### src/hw/rtl/bsa_pkg.sv
// Shared types, codes and helpers for the bitmap slot allocator.
`timescale 1ns / 1ps

package bsa_pkg;

   localparam int WORD_BITS  = 32;
   localparam int WORD_SHIFT = 5;
   localparam int QUOT_BITS  = 9;   // slot_count width, bounds any slot quotient
   localparam int NW_W       = 10;  // width for word counts and word bases

   localparam logic [1:0] OP_ALLOC = 2'd0;
   localparam logic [1:0] OP_FREE  = 2'd1;
   localparam logic [1:0] OP_RESET = 2'd2;

   localparam logic [1:0] CSR_POOL_BASE   = 2'd0;
   localparam logic [1:0] CSR_OBJECT_SIZE = 2'd1;
   localparam logic [1:0] CSR_SLOT_COUNT  = 2'd2;

   localparam logic [2:0] STS_OK         = 3'd0;
   localparam logic [2:0] STS_INVALID    = 3'd1;
   localparam logic [2:0] STS_EXHAUSTED  = 3'd2;
   localparam logic [2:0] STS_RANGE      = 3'd3;
   localparam logic [2:0] STS_MISALIGNED = 3'd4;
   localparam logic [2:0] STS_DOUBLE     = 3'd5;

   typedef enum logic [3:0] {
      ST_IDLE,
      ST_PREP,
      ST_CHECK,
      ST_DISPATCH,
      ST_SCAN_RD,
      ST_SCAN_TEST,
      ST_ALLOC_MUL,
      ST_ALLOC_ADD,
      ST_DIV_WAIT,
      ST_FREE_RD,
      ST_FREE_TEST,
      ST_DONE
   } state_type;

   typedef struct packed {
      logic                 done;
      logic                 rem_zero;
      logic [QUOT_BITS-1:0] quotient;
   } div_result_type;

   typedef struct packed {
      logic       found;
      logic [4:0] pos;
   } find_type;

   // lowest set bit of a word
   function automatic find_type lowest_set(input logic [WORD_BITS-1:0] vec);
      find_type r;
      r = '0;
      for (int i = WORD_BITS - 1; i >= 0; i--) begin
         if (vec[i]) begin
            r.found = 1'b1;
            r.pos   = 5'(i);
         end
      end
      return r;
   endfunction

endpackage

### src/hw/rtl/bsa_bitmap_ram.sv
// Busy bitmap memory with per-word valid bits and a bulk clear.
`timescale 1ns / 1ps

module bsa_bitmap_ram #(
   parameter int NUM_WORDS = 8,
   parameter int ADDR_W    = 3
) (
   input  logic                             clock,
   input  logic                             reset,
   input  logic                             rd_en,
   input  logic                             wr_en,
   input  logic [ADDR_W-1:0]                addr,
   input  logic [bsa_pkg::WORD_BITS-1:0]    wr_data,
   input  logic                             clr_en,
   input  logic [bsa_pkg::NW_W-1:0]         clr_words,
   output logic [bsa_pkg::WORD_BITS-1:0]    rd_data
);

   logic [bsa_pkg::WORD_BITS-1:0] bitmap_ff [NUM_WORDS];
   logic [NUM_WORDS-1:0]          valid_ff;
   logic [NUM_WORDS-1:0]          valid_in;
   logic [bsa_pkg::WORD_BITS-1:0] rd_q_ff;
   logic                          rd_vld_ff;

   always_ff @(posedge clock) begin
      if (wr_en) begin
         bitmap_ff[addr] <= wr_data;
      end
      if (rd_en) begin
         rd_q_ff <= bitmap_ff[addr];
      end
   end

   // a word never written since its last clear reads as all free
   always_comb begin
      valid_in = valid_ff;
      for (int w = 0; w < NUM_WORDS; w++) begin
         if (clr_en && (32'(w) < 32'(clr_words))) begin
            valid_in[w] = 1'b0;
         end
      end
      if (wr_en) begin
         valid_in[addr] = 1'b1;
      end
   end

   always_ff @(posedge clock) begin
      if (reset) begin
         valid_ff  <= '0;
         rd_vld_ff <= 1'b0;
      end else begin
         valid_ff <= valid_in;
         if (rd_en) begin
            rd_vld_ff <= valid_ff[addr];
         end
      end
   end

   assign rd_data = rd_vld_ff ? rd_q_ff : '0;

endmodule

### src/hw/rtl/bsa_offset_div.sv
// Restoring divider: pool offset by object size, one quotient bit per cycle.
`timescale 1ns / 1ps

module bsa_offset_div (
   input  logic                    clock,
   input  logic                    reset,
   input  logic                    start,
   input  logic [31:0]             dividend,
   input  logic [15:0]             divisor,
   output bsa_pkg::div_result_type result
);

   logic [31:0]                   rem_ff, rem_in;
   logic [bsa_pkg::QUOT_BITS-1:0] quot_ff, quot_in;
   logic [15:0]                   dsr_ff, dsr_in;
   logic [3:0]                    step_ff, step_in;
   logic                          busy_ff, busy_in;
   logic                          done_ff, done_in;
   logic [31:0]                   shifted;
   logic                          fits;

   // caller guarantees the quotient fits in QUOT_BITS
   assign shifted = 32'(dsr_ff) << step_ff;
   assign fits    = rem_ff >= shifted;

   always_comb begin
      rem_in  = rem_ff;
      quot_in = quot_ff;
      dsr_in  = dsr_ff;
      step_in = step_ff;
      busy_in = busy_ff;
      done_in = 1'b0;
      if (start) begin
         rem_in  = dividend;
         quot_in = '0;
         dsr_in  = divisor;
         step_in = 4'(bsa_pkg::QUOT_BITS - 1);
         busy_in = 1'b1;
      end else if (busy_ff) begin
         if (fits) begin
            rem_in = rem_ff - shifted;
         end
         quot_in = {quot_ff[bsa_pkg::QUOT_BITS-2:0], fits};
         if (step_ff == 4'd0) begin
            busy_in = 1'b0;
            done_in = 1'b1;
         end else begin
            step_in = step_ff - 4'd1;
         end
      end
   end

   always_ff @(posedge clock) begin
      rem_ff  <= rem_in;
      quot_ff <= quot_in;
      dsr_ff  <= dsr_in;
      step_ff <= step_in;
   end

   always_ff @(posedge clock) begin
      if (reset) begin
         busy_ff <= 1'b0;
         done_ff <= 1'b0;
      end else begin
         busy_ff <= busy_in;
         done_ff <= done_in;
      end
   end

   assign result.done     = done_ff;
   assign result.rem_zero = (rem_ff == 32'd0);
   assign result.quotient = quot_ff;

endmodule

### src/hw/rtl/bitmap_slot_allocator_core.sv
// Top level of the bitmap slot allocator: control sequencer and result register.
`timescale 1ns / 1ps

// Fixed-size object pool allocator with one busy bit per slot.
// Request beats arrive on req_*: tuser carries the opcode (allocate, free,
// reset all), tdata the object address used by free. Each request yields
// exactly one response beat on rsp_*: status, object address, slot index.
// The csr_* port sets pool base, object size and slot count; write it only
// while no request is in flight.
// One request is worked at a time. Each passes PREP (pool size), CHECK
//   (pool end) and DISPATCH; reset all, an invalid config or an out of range
//   free then go to DONE. allocate tests one bitmap word per SCAN_RD and
//   SCAN_TEST pass (one memory read per word) and forms the address in
//   ALLOC_MUL and ALLOC_ADD; an exhausted pool goes to DONE after its last word.
//   free waits in DIV_WAIT for the divider, then clears the busy bit in FREE_RD
//   and FREE_TEST; a misaligned address or a slot past the count ends at DIV_WAIT.
// A new request is taken as soon as the sequencer is idle, even while the
// previous response still waits in the output register; a stalled receiver
// holds the sequencer at its last step until the register frees up.
// Reset clears the configuration and marks every bitmap word free at once
// through per-word valid bits; no clearing pass is needed.
module bitmap_slot_allocator_core #(
   parameter int MAX_SLOTS = 256
) (
   input  logic        clock,
   input  logic        reset,
   input  logic        req_tvalid,
   output logic        req_tready,
   input  logic [31:0] req_tdata,   // [31:0] free_addr
   input  logic [1:0]  req_tuser,   // [1:0] opcode
   output logic        rsp_tvalid,
   input  logic        rsp_tready,
   output logic [47:0] rsp_tdata,   // [2:0] status, [34:3] result_address,
                                    // [42:35] slot_index, [47:43] zero
   input  logic        csr_we,
   input  logic [1:0]  csr_addr,
   input  logic [31:0] csr_wdata
);

   localparam int NUM_WORDS = (MAX_SLOTS + bsa_pkg::WORD_BITS - 1) / bsa_pkg::WORD_BITS;
   localparam int WA        = (NUM_WORDS > 1) ? $clog2(NUM_WORDS) : 1;
   localparam int CW        = $clog2(NUM_WORDS + 1);
   localparam int IDX_W     = WA + bsa_pkg::WORD_SHIFT;

   // configuration
   logic [31:0] pool_base_ff;
   logic [15:0] object_size_ff;
   logic [8:0]  slot_count_ff;

   // sequencer and working registers
   bsa_pkg::state_type state_ff, state_in;
   logic [1:0]         opcode_ff, opcode_in;
   logic [31:0]        addr_ff, addr_in;
   logic [24:0]        total_ff, total_in;
   logic [32:0]        end_ff, end_in;
   logic [CW-1:0]      word_ff, word_in;
   logic [IDX_W-1:0]   idx_ff, idx_in;
   logic [IDX_W+15:0]  prod_ff, prod_in;
   logic [2:0]         status_ff, status_in;
   logic [31:0]        res_addr_ff, res_addr_in;
   logic [7:0]         slot_ff, slot_in;
   logic               rsp_valid_ff, rsp_valid_in;
   logic [47:0]        rsp_tdata_ff, rsp_tdata_in;

   // memory and divider hookup
   logic                          ram_rd_en, ram_wr_en, ram_clr_en;
   logic [WA-1:0]                 ram_addr;
   logic [bsa_pkg::WORD_BITS-1:0] ram_wr_data, ram_rd_data;
   logic                          div_start;
   bsa_pkg::div_result_type       div_res;

   // shared decode
   logic                          accept;
   logic                          cfg_ok;
   logic                          in_range;
   logic [bsa_pkg::NW_W-1:0]      words_used;
   logic [bsa_pkg::NW_W-1:0]      word_base;
   logic [bsa_pkg::NW_W-1:0]      limit;
   logic [bsa_pkg::WORD_BITS-1:0] slot_mask;
   logic [bsa_pkg::WORD_BITS-1:0] free_bits;
   bsa_pkg::find_type             hit;
   logic                          last_word;
   logic                          busy_bit;
   logic                          out_free;

   assign accept     = req_tvalid && req_tready;
   assign req_tready = (state_ff == bsa_pkg::ST_IDLE);
   assign rsp_tvalid = rsp_valid_ff;
   assign rsp_tdata  = rsp_tdata_ff;
   assign out_free   = !rsp_valid_ff || rsp_tready;

   // config is bad on zero size or count, count over capacity, or pool end at or past 4 GiB
   assign cfg_ok = (object_size_ff != 16'd0) && (slot_count_ff != 9'd0)
                   && (32'(slot_count_ff) <= 32'(MAX_SLOTS)) && !end_ff[32];
   assign in_range = (addr_ff >= pool_base_ff) && ({1'b0, addr_ff} < end_ff);

   assign words_used = (bsa_pkg::NW_W'(slot_count_ff) + 10'd31) >> bsa_pkg::WORD_SHIFT;
   assign word_base  = bsa_pkg::NW_W'(word_ff) << bsa_pkg::WORD_SHIFT;
   assign limit      = bsa_pkg::NW_W'(slot_count_ff) - word_base;
   assign slot_mask  = (limit >= 10'd32) ? '1 : ((32'd1 << limit[4:0]) - 32'd1);
   assign free_bits  = ~ram_rd_data & slot_mask;
   assign hit        = bsa_pkg::lowest_set(free_bits);
   assign last_word  = (bsa_pkg::NW_W'(word_ff) + 10'd1) >= words_used;
   assign busy_bit   = ram_rd_data[idx_ff[4:0]];

   // next state
   always_comb begin
      state_in = state_ff;
      case (state_ff)
         bsa_pkg::ST_IDLE: begin
            if (accept) begin
               state_in = bsa_pkg::ST_PREP;
            end
         end
         bsa_pkg::ST_PREP:  state_in = bsa_pkg::ST_CHECK;
         bsa_pkg::ST_CHECK: state_in = bsa_pkg::ST_DISPATCH;
         bsa_pkg::ST_DISPATCH: begin
            if (!cfg_ok) begin
               state_in = bsa_pkg::ST_DONE;
            end else begin
               case (opcode_ff)
                  bsa_pkg::OP_ALLOC: state_in = bsa_pkg::ST_SCAN_RD;
                  bsa_pkg::OP_FREE:  state_in = in_range ? bsa_pkg::ST_DIV_WAIT
                                                         : bsa_pkg::ST_DONE;
                  default:           state_in = bsa_pkg::ST_DONE;
               endcase
            end
         end
         bsa_pkg::ST_SCAN_RD: state_in = bsa_pkg::ST_SCAN_TEST;
         bsa_pkg::ST_SCAN_TEST: begin
            if (hit.found) begin
               state_in = bsa_pkg::ST_ALLOC_MUL;
            end else if (last_word) begin
               state_in = bsa_pkg::ST_DONE;
            end else begin
               state_in = bsa_pkg::ST_SCAN_RD;
            end
         end
         bsa_pkg::ST_ALLOC_MUL: state_in = bsa_pkg::ST_ALLOC_ADD;
         bsa_pkg::ST_ALLOC_ADD: state_in = bsa_pkg::ST_DONE;
         bsa_pkg::ST_DIV_WAIT: begin
            if (div_res.done) begin
               if (div_res.rem_zero
                   && (div_res.quotient < bsa_pkg::QUOT_BITS'(slot_count_ff))) begin
                  state_in = bsa_pkg::ST_FREE_RD;
               end else begin
                  state_in = bsa_pkg::ST_DONE;
               end
            end
         end
         bsa_pkg::ST_FREE_RD:   state_in = bsa_pkg::ST_FREE_TEST;
         bsa_pkg::ST_FREE_TEST: state_in = bsa_pkg::ST_DONE;
         bsa_pkg::ST_DONE: begin
            if (out_free) begin
               state_in = bsa_pkg::ST_IDLE;
            end
         end
         default: state_in = bsa_pkg::ST_IDLE;
      endcase
   end

   // sequencer outputs and datapath updates
   always_comb begin
      opcode_in    = opcode_ff;
      addr_in      = addr_ff;
      total_in     = total_ff;
      end_in       = end_ff;
      word_in      = word_ff;
      idx_in       = idx_ff;
      prod_in      = prod_ff;
      status_in    = status_ff;
      res_addr_in  = res_addr_ff;
      slot_in      = slot_ff;
      rsp_tdata_in = rsp_tdata_ff;
      rsp_valid_in = rsp_valid_ff && !rsp_tready;
      ram_rd_en    = 1'b0;
      ram_wr_en    = 1'b0;
      ram_clr_en   = 1'b0;
      ram_addr     = word_ff[WA-1:0];
      ram_wr_data  = ram_rd_data;
      div_start    = 1'b0;
      case (state_ff)
         bsa_pkg::ST_IDLE: begin
            if (accept) begin
               opcode_in = req_tuser;
               addr_in   = req_tdata;
            end
         end
         bsa_pkg::ST_PREP: begin
            total_in = 25'(object_size_ff) * 25'(slot_count_ff);
         end
         bsa_pkg::ST_CHECK: begin
            end_in = {1'b0, pool_base_ff} + 33'(total_ff);
         end
         bsa_pkg::ST_DISPATCH: begin
            status_in   = bsa_pkg::STS_OK;
            res_addr_in = '0;
            slot_in     = '0;
            word_in     = '0;
            if (!cfg_ok) begin
               status_in = bsa_pkg::STS_INVALID;
            end else begin
               case (opcode_ff)
                  bsa_pkg::OP_ALLOC: ;
                  bsa_pkg::OP_FREE: begin
                     if (in_range) begin
                        div_start = 1'b1;
                     end else begin
                        status_in = bsa_pkg::STS_RANGE;
                     end
                  end
                  bsa_pkg::OP_RESET: ram_clr_en = 1'b1;
                  default: status_in = bsa_pkg::STS_INVALID;
               endcase
            end
         end
         bsa_pkg::ST_SCAN_RD: begin
            ram_rd_en = 1'b1;
         end
         bsa_pkg::ST_SCAN_TEST: begin
            if (hit.found) begin
               ram_wr_en   = 1'b1;
               ram_wr_data = ram_rd_data | (32'd1 << hit.pos);
               idx_in      = {word_ff[WA-1:0], hit.pos};
            end else begin
               word_in = word_ff + CW'(1);
               if (last_word) begin
                  status_in = bsa_pkg::STS_EXHAUSTED;
               end
            end
         end
         bsa_pkg::ST_ALLOC_MUL: begin
            prod_in = (IDX_W + 16)'(idx_ff) * (IDX_W + 16)'(object_size_ff);
            slot_in = 8'(idx_ff);
         end
         bsa_pkg::ST_ALLOC_ADD: begin
            res_addr_in = pool_base_ff + 32'(prod_ff);
         end
         bsa_pkg::ST_DIV_WAIT: begin
            if (div_res.done) begin
               idx_in = IDX_W'(div_res.quotient);
               if (!div_res.rem_zero) begin
                  status_in = bsa_pkg::STS_MISALIGNED;
               end else if (div_res.quotient >= bsa_pkg::QUOT_BITS'(slot_count_ff)) begin
                  status_in = bsa_pkg::STS_RANGE;
               end
            end
         end
         bsa_pkg::ST_FREE_RD: begin
            ram_rd_en = 1'b1;
            ram_addr  = idx_ff[IDX_W-1:bsa_pkg::WORD_SHIFT];
         end
         bsa_pkg::ST_FREE_TEST: begin
            ram_addr = idx_ff[IDX_W-1:bsa_pkg::WORD_SHIFT];
            if (busy_bit) begin
               ram_wr_en   = 1'b1;
               ram_wr_data = ram_rd_data & ~(32'd1 << idx_ff[4:0]);
               slot_in     = 8'(idx_ff);
            end else begin
               status_in = bsa_pkg::STS_DOUBLE;
            end
         end
         bsa_pkg::ST_DONE: begin
            // hand the result to the output register once it is free
            if (out_free) begin
               rsp_valid_in = 1'b1;
               rsp_tdata_in = {5'd0, slot_ff, res_addr_ff, status_ff};
            end
         end
         default: ;
      endcase
   end

   always_ff @(posedge clock) begin
      opcode_ff    <= opcode_in;
      addr_ff      <= addr_in;
      total_ff     <= total_in;
      end_ff       <= end_in;
      word_ff      <= word_in;
      idx_ff       <= idx_in;
      prod_ff      <= prod_in;
      status_ff    <= status_in;
      res_addr_ff  <= res_addr_in;
      slot_ff      <= slot_in;
      rsp_tdata_ff <= rsp_tdata_in;
   end

   always_ff @(posedge clock) begin
      if (reset) begin
         state_ff       <= bsa_pkg::ST_IDLE;
         rsp_valid_ff   <= 1'b0;
         pool_base_ff   <= '0;
         object_size_ff <= '0;
         slot_count_ff  <= '0;
      end else begin
         state_ff     <= state_in;
         rsp_valid_ff <= rsp_valid_in;
         if (csr_we) begin
            case (csr_addr)
               bsa_pkg::CSR_POOL_BASE:   pool_base_ff   <= csr_wdata;
               bsa_pkg::CSR_OBJECT_SIZE: object_size_ff <= csr_wdata[15:0];
               bsa_pkg::CSR_SLOT_COUNT:  slot_count_ff  <= csr_wdata[8:0];
               default: ;
            endcase
         end
      end
   end

   bsa_bitmap_ram #(
      .NUM_WORDS (NUM_WORDS),
      .ADDR_W    (WA)
   ) u_ram (
      .clock     (clock),
      .reset     (reset),
      .rd_en     (ram_rd_en),
      .wr_en     (ram_wr_en),
      .addr      (ram_addr),
      .wr_data   (ram_wr_data),
      .clr_en    (ram_clr_en),
      .clr_words (words_used),
      .rd_data   (ram_rd_data)
   );

   bsa_offset_div u_div (
      .clock    (clock),
      .reset    (reset),
      .start    (div_start),
      .dividend (addr_ff - pool_base_ff),
      .divisor  (object_size_ff),
      .result   (div_res)
   );

endmodule
### config.mk
export PLATFORM = sky130hd
export DESIGN_NAME = bitmap_slot_allocator_core
export DESIGN_NICKNAME = d
export VERILOG_FILES = /design/src/hw/rtl/bsa_pkg.sv /design/src/hw/rtl/bsa_bitmap_ram.sv /design/src/hw/rtl/bsa_offset_div.sv /design/src/hw/rtl/bitmap_slot_allocator_core.sv
export SDC_FILE = /design/constraint.sdc
export NUM_CORES = 2
export LEC_CHECK = 0
export BUFFER_PORTS_ARGS = -buffer_cell sky130_fd_sc_hd__buf_4
export CAP_MARGIN = 20
export CORE_UTILIZATION = 45
export DETAILED_ROUTE_END_ITERATION = 10
export GPL_TIMING_DRIVEN = 0
export SYNTH_ARGS = -nofsm -noshare
export SYNTH_HDL_FRONTEND = slang
export SYNTH_HIERARCHICAL = 1
export SYNTH_SLANG_ARGS = --single-unit
### constraint.sdc
create_clock -name clock -period 7.9 [get_ports clock]
set_input_delay 0.395 -clock clock [delete_from_list [all_inputs] [get_ports clock]]
set_output_delay 0.395 -clock clock [all_outputs]
set_load 0.01 [all_outputs]
Word-level counts from Yosys, hierarchy flattened
Memory sizes are Yosys's and may differ from the RTL's. A register that Yosys moved wholly into a read port is not among the register bits.
Cells that the tools add are included.
{"block": "op_classes", "addsub": 10, "n_mul": 2, "order_cmp": 19, "eq_ne": 24, "shift": 4, "muxes": 103, "bitwise": 8, "reduce_logical": 51}
{"op": "32-bit two-way mux", "count": 7}
{"op": "6-bit two-way mux", "count": 32}
{"op": "32-bit one-hot mux with 2 select lines", "count": 2}
{"op": "1-bit by 5-bit left shift with 32-bit output, first input constant", "count": 3}
{"op": "32-bit AND", "count": 2}
{"op": "32-bit >= comparator", "count": 2}
{"op": "32-bit NOT", "count": 2}
{"op": "32-bit subtractor", "count": 2}
{"op": "4-bit one-hot mux with 11 select lines", "count": 1}
{"op": "32-bit by 25-bit adder with 33-bit output", "count": 1}
{"op": "32-bit by 33-bit less-than comparator with 1-bit output", "count": 1}
{"op": "32-bit by 24-bit adder with 32-bit output", "count": 1}
{"op": "32-bit logical NOT", "count": 1}
{"op": "8-bit two-way mux", "count": 4}
{"op": "32-bit OR", "count": 1}
{"op": "16-bit by 4-bit left shift with 32-bit output", "count": 1}
{"op": "32-bit by 1-bit subtractor with 32-bit output, second input constant", "count": 1}
{"op": "1-bit two-way mux", "count": 29}
{"op": "4-bit two-way mux", "count": 7}
{"op": "16-bit by 9-bit multiplier with 25-bit output", "count": 1}
{"op": "8-bit by 16-bit multiplier with 24-bit output", "count": 1}
{"op": "8-bit one-hot mux with 3 select lines", "count": 1}
{"op": "3-bit two-way mux", "count": 7}
{"op": "3-bit by 5-bit less-than comparator with 1-bit output, first input constant", "count": 4}
{"op": "50 further kinds", "count": 107}
{"block": "word_totals", "reg_bits": 348, "mem_bits_rw": 256, "in_bits": 73, "output_inout_bits": 50, "word_cells": 246, "n_memories": 1}
{"memory": "u_ram.bitmap_ff", "depth": 8, "width": 32, "rd": 1, "rd_ports_with_merged_regs": 1, "wr": 1, "line": "bsa_bitmap_ram.sv:19", "rtl": "logic [bsa_pkg::WORD_BITS-1:0] bitmap_ff [NUM_WORDS];"}

Depth between registers and ports, before layout
{"block": "logic_depth", "depth_word": 41, "depth_mapped": 24, "ltp_nobuf": 21}

Modules after synthesis
The synthesis kept the hierarchy.
{"module": "bitmap_slot_allocator_core", "instances": 1, "cells_per_inst": 2726, "area_per_inst_um2": 25244.2, "seq_area_each_um2": 7667.4}
{"module": "bsa_bitmap_ram", "instances": 1, "cells_per_inst": 670, "area_per_inst_um2": 11451.0, "seq_area_each_um2": 8828.5}
{"module": "bsa_offset_div", "instances": 1, "cells_per_inst": 572, "area_per_inst_um2": 5136.2, "seq_area_each_um2": 1741.7}

Least setup slack after synthesis
No wires, ideal clock.
{"block": "synth_path", "path_kind": "register to register", "startpoint": "reg addr_ff[0]", "endpoint": "reg u_div.rem_ff[0] (enable)", "setup_ns": 0.441, "arrival_ns": 5.448, "required_time_ns": 7.459, "path_slack_ns": 2.012, "stages_incl_launch_ff": 17, "n_path_buf": 2, "period_less_slack_ns": 5.888, "cell_sequence": "edfxtp_1 -> inv_1 -> ha_1 -> fa_1 -> nor2b_1 -> o31a_1 -> o41a_1 -> o21ai_0 -> a21oi_1 -> a211oi_1 -> nor4_1 -> nor3b_1 -> and3_1 -> clkbuf_1 -> clkbuf_1 -> nor2_1 -> a31oi_1"}
{"block": "synth_between", "elab_chain_len": 8, "elab_cells_between_ends": 10, "classes_between": "2 x order compare; 4 x mux; 4 x reduce/logical"}
{"item": "start: declaration", "line": "bitmap_slot_allocator_core.sv:53", "rtl": "logic [31:0] addr_ff, addr_in;"}
{"item": "start signal: assignment", "line": "bitmap_slot_allocator_core.sv:276", "rtl": "addr_ff <= addr_in;"}
{"item": "32-bit by 33-bit less-than comparator with 1-bit output or 32-bit >= comparator (tied branches)", "line": "bitmap_slot_allocator_core.sv:95", "rtl": "assign in_range = (addr_ff >= pool_base_ff) && ({1'b0, addr_ff} < end_ff);"}
{"item": "1-bit logical AND (*)", "line": "bitmap_slot_allocator_core.sv:95"}
{"item": "1-bit two-way mux (*)", "line": "bitmap_slot_allocator_core.sv:206", "rtl": "if (in_range) begin"}
{"item": "1-bit two-way mux (*)", "line": "bitmap_slot_allocator_core.sv:203", "rtl": "case (opcode_ff)"}
{"item": "1-bit two-way mux (*)", "line": "bitmap_slot_allocator_core.sv:200", "rtl": "if (!cfg_ok) begin"}
{"item": "1-bit two-way mux (*)", "line": "bitmap_slot_allocator_core.sv:182", "rtl": "case (state_ff)"}
{"item": "net div_start", "line": "bitmap_slot_allocator_core.sv:69", "rtl": "logic div_start;"}
{"item": "2-bit nonzero test (no line)"}
{"item": "2-bit AND reduction (no line) (*)"}
{"item": "end signal: assignment", "line": "bsa_offset_div.sv:54", "rtl": "rem_ff <= rem_in;"}
{"item": "end: declaration", "line": "bsa_offset_div.sv:13", "rtl": "logic [31:0] rem_ff, rem_in;"}
Mark *: on every way through the listed nets, which the timed path passes. The rest lies on a longest branch.
A chain may end at the register's enable or synchronous reset.

Worst setup path in the final report
{"block": "layout_path", "startpoint": "reg idx_ff[0]", "endpoint": "reg prod_ff[23] (data pin)"}
{"block": "layout_between", "elab_chain_len": 1}
{"item": "start: declaration", "line": "bitmap_slot_allocator_core.sv:57", "rtl": "logic [IDX_W-1:0] idx_ff, idx_in;"}
{"item": "start signal: assignment", "line": "bitmap_slot_allocator_core.sv:280", "rtl": "idx_ff <= idx_in;"}
{"item": "8-bit by 16-bit multiplier with 24-bit output", "line": "bitmap_slot_allocator_core.sv:233", "rtl": "prod_in = (IDX_W + 16)'(idx_ff) * (IDX_W + 16)'(object_size_ff);"}
{"item": "end signal: assignment", "line": "bitmap_slot_allocator_core.sv:281", "rtl": "prod_ff <= prod_in;"}
{"item": "end: declaration", "line": "bitmap_slot_allocator_core.sv:58", "rtl": "logic [IDX_W+15:0] prod_ff, prod_in;"}
Every way passes these cells.

==> metrics.csv <==
stage,metric,value,unit
sta,hold_slack,0.0356,ns
placement,place_inst,5364,
critical_path,startpoint,idx_ff[0]$_DFFE_PP_,
layout,diodes,0,
global_routing,grt_max_degree,35,
placement,hpwl,97400,µm
yosys,async_flop_share,0,%
layout,fillers,8242,
floorplanning,core,91800,µm²
clock_tree,cts_buffers,72,
route,ant_nets,0,
power,pwr-share-comb,20.2,%
power,total_power,9.32,mW
clock_tree,worstSkewPairLatency,0.67,ns
floorplanning,rows,111,
route,via_per_inst,5.65,
layout,stdcell_area,47900,µm²
sta,clock-skew-final,0.0423,ns
layout,fin_cells,5557,
clock_tree,cts_max_level,3,
route,dr.pass1.iters,6,
global_routing,grt_pass1_wl,191000,µm
sta,slew_violations,0,
power,p_clk_share,37.5,%
yosys,yosysWarnings,6,
route,wire_per_inst,22.9,µm
sta,slew_headroom,23.4,%
critical_path,setup.worst_path.start_class,register,
clock_tree,clock_sinks,636,
yosys,synth_area,41800,µm²
global_routing,overflow,0,
power,p_int,6.66,mW
global_routing,antenna_found_initial,6,
job,drv_cap,0,
layout,nets,4770,
clock_tree,holdBufCountCts,57,
critical_path,cp_max_fo,10,
sta,tightest_slew,1.14,ns
power,power.leakage,18.5,nW
yosys,ys_seq_area_share,43.6,%
layout,drive_above_1_share,10.5,%
placement,dp_slack,0.794,ns
floorplanning,die_w,307,µm
power,seqPwrFrac,42.4,%
clock_tree,cts-resized-gates,0,
critical_path,worst-setup-path-type,reg -> reg,
hold_path,worstHoldPathType,in -> reg,
yosys,synth_edf_count,550,
floorplanning,dieArea,94200,µm²
hold_path,hold_start,csr_wdata[4],
sta,rsz0062_at_grt,false,
placement,placed_cell_area,44800,µm²
global_routing,grt_pass1_vias,31200,
power,netSwitchingFraction,28.6,%
route,dr.first_iter.drc_count,2691,
yosys,yosysUniqueCellTypes,108,
sta,setup-violations-final,0,
power,powerDensity,195,nW/µm²
floorplanning,ioPinCount,123,
clock_tree,clock_path_buffers,3,
power,p_switching,2.66,mW
sta,final.setup.tns,0,ns
power,irDropWorstVdd,0.000218,V
clock_tree,post-cts-setup-buffers,0,
layout,finish.utilization,52.1,%
global_routing,grt_util_all_layers,27.1,%
sta,post-route-period-util,90.6,%
sta,setup_ws,0.747,ns
status,status,"finished, final reports clean",
route,vias,31400,
critical_path,r2r-start,idx_ff[0]$_DFFE_PP_,
critical_path,required,8.26,ns
route,totalWireLength,127000,µm
critical_path,cp-end-kind,register,
sta,layout_min_cycle_time,7.15,ns
yosys,syn_avg_cell_area,10.5,µm²
critical_path,critPathArrivalTime,7.52,ns
floorplanning,start_util,45.6,%
yosys,synth_flop_cell,edfxtp_1,
clock_tree,root_buffer,clkbuf_16,
sta,clock.fmax,140,MHz
placement,io_buffer_count,117,
clock_tree,clkTransAtPathRegs,0.07,ns
placement,place_congestion,0.976,
route,drc_errors,0,
yosys,netlist_instances,3968,
layout,synthToLayoutAreaGrowth,14.4,%
sta,hold_viol,0,
yosys,ys_ff_latch,636,
clock_tree,cts_tree,built,
floorplanning,chipHeight,307,µm
[worst max-delay path, cell delays in order, from the launching register on]
cell,delay (ns)
edfxtp_1,0.33
clkbuf_1,0.37
clkbuf_1,0.41
clkbuf_1,0.81
clkbuf_1,0.49
nand2_1,0.14
fa_1,0.51
inv_1,0.05
fa_1,0.46
fa_1,0.52
ha_1,0.29
or4_1,0.56
o221ai_1,0.27
a21oi_1,0.16
o41ai_1,0.46
o21ai_0,0.24
nor4_1,0.31
o41ai_1,0.16
a21oi_1,0.20
xnor2_1,0.12
[kinds of logic (layout without fill, tap and decap cells)]
| logic type | count (synthesis) | after routing | share of synthesized area, % |
|---|---|---|---|
| DFF | 636 | 636 | 43.6 |
| buffers and inverters | 519 | 856 | 5.00 |
| adders and majority gates | 441 | 441 | 16.6 |
| AOI/OAI and AO/OA | 867 | 867 | 13.4 |
| xor gates and xnor gates | 141 | 141 | 2.95 |
| and+or+nand+nor | 1218 | 1218 | 14.2 |
| muxes | 145 | 145 | 4.24 |
| other | 1 | 10 | 0.00896 |
[placed cells by master (no fill, tap or decap), types with 86 or more instances in the layout]
cell	synthesis	routed
a21oi_1	246	246
nand2_1	441	441
edfxtp_1	550	550
buf_4	10	131
and2_1	190	189
o21ai_0	193	193
inv_1	320	320
clkbuf_1	145	166
fa_1	188	188
xnor2_1	103	103
dfxtp_1	86	86
ha_1	253	253
nor2_1	244	234
[power groups by stage]
| stage | combinational, mW | sequential (mW) | clock, mW |
|---|---|---|---|
| 2_1_floorplan | 1.29 | 3.96 | 0 |
| 3_3_place_gp | 1.79 | 4.03 | 0 |
| 3_5_place_dp | 1.83 | 4.01 | 0 |
| 4_1_cts | 1.87 | 3.95 | 3.56 |
| 5_1_grt | 2.07 | 3.95 | 3.67 |
| 6_report | 1.88 | 3.95 | 3.49 |
[cell type report]
| cell class | instances | area (µm²) | share of cell area [%] |
|---|---|---|---|
| multi-input cells | 2822 | 21600 | 45.2 |
| flip-flops and latches | 636 | 18200 | 38.1 |
| clock buffers | 99 | 2010 | 4.20 |
| repair buffers | 205 | 1870 | 3.91 |
| well taps | 1243 | 1560 | 3.25 |
| inverters | 321 | 1200 | 2.52 |
| plain buffers | 198 | 886 | 1.85 |
| clock inverters | 33 | 443 | 0.926 |
[layer usage]
metal	GRT usage (%)	part of all wire (%)	up-vias
met4	10.8	4.0	4
met1	36.7	44	15500
met2	44.1	47	1042
li1	-	-	14700
met5	0	0.019	-
met3	3.38	5.7	214
[state kept, by name (all words and copies together) (netlist names), 8 cells and up]
name and cells:
u_ram/rd_q_ff 32, rsp_tdata 43, u_div/rem_ff 32, slot_ff 8, object_size_ff 16, pool_base_ff 32, u_div/dsr_ff 16, prod_ff 24
total_ff 25, idx_ff 8, u_ram/valid_ff 8, u_div/quot_ff 9, u_ram/bitmap_ff 256, slot_count_ff 9, end_ff 33, addr_ff 32
res_addr_ff 32
[path summary, 6_finish.rpt]
path | end | cells after the start | slack (ns)
setup / recovery | prod_ff[23]$_DFFE_PP_ | 19 | 0.75
hold / removal | slot_count_ff[4]$_SDFFE_PP0P_ | 3 | 0.04
setup reg to reg | prod_ff[23]$_DFFE_PP_ | 19 | 0.75
hold reg to reg | rsp_tdata[17]$_DFFE_PP_ | 0 | 0.40
[synthesized netlist by cell type (27+ instances only)]
cell type / n / area share, %
a21o_1: 56 / 1.0
a21oi_1: 246 / 2.9
a22oi_1: 37 / 0.66
a31oi_1: 34 / 0.51
and2_1: 190 / 2.8
clkbuf_1: 145 / 1.3
dfxtp_1: 86 / 4.1
edfxtp_1: 550 / 39
fa_1: 188 / 9.0
ha_1: 253 / 7.6
inv_1: 320 / 2.9
mux2_2: 56 / 1.5
mux2i_1: 69 / 1.7
nand2_1: 441 / 4.0
nand3_1: 51 / 0.61
nand4_1: 27 / 0.40
nor2_1: 244 / 2.2
nor2b_1: 47 / 0.70
nor3_1: 46 / 0.55
o21a_1: 44 / 0.79
o21ai_0: 193 / 2.3
xnor2_1: 103 / 2.2
xor2_1: 38 / 0.80
(Power assumes the default switching activity.)
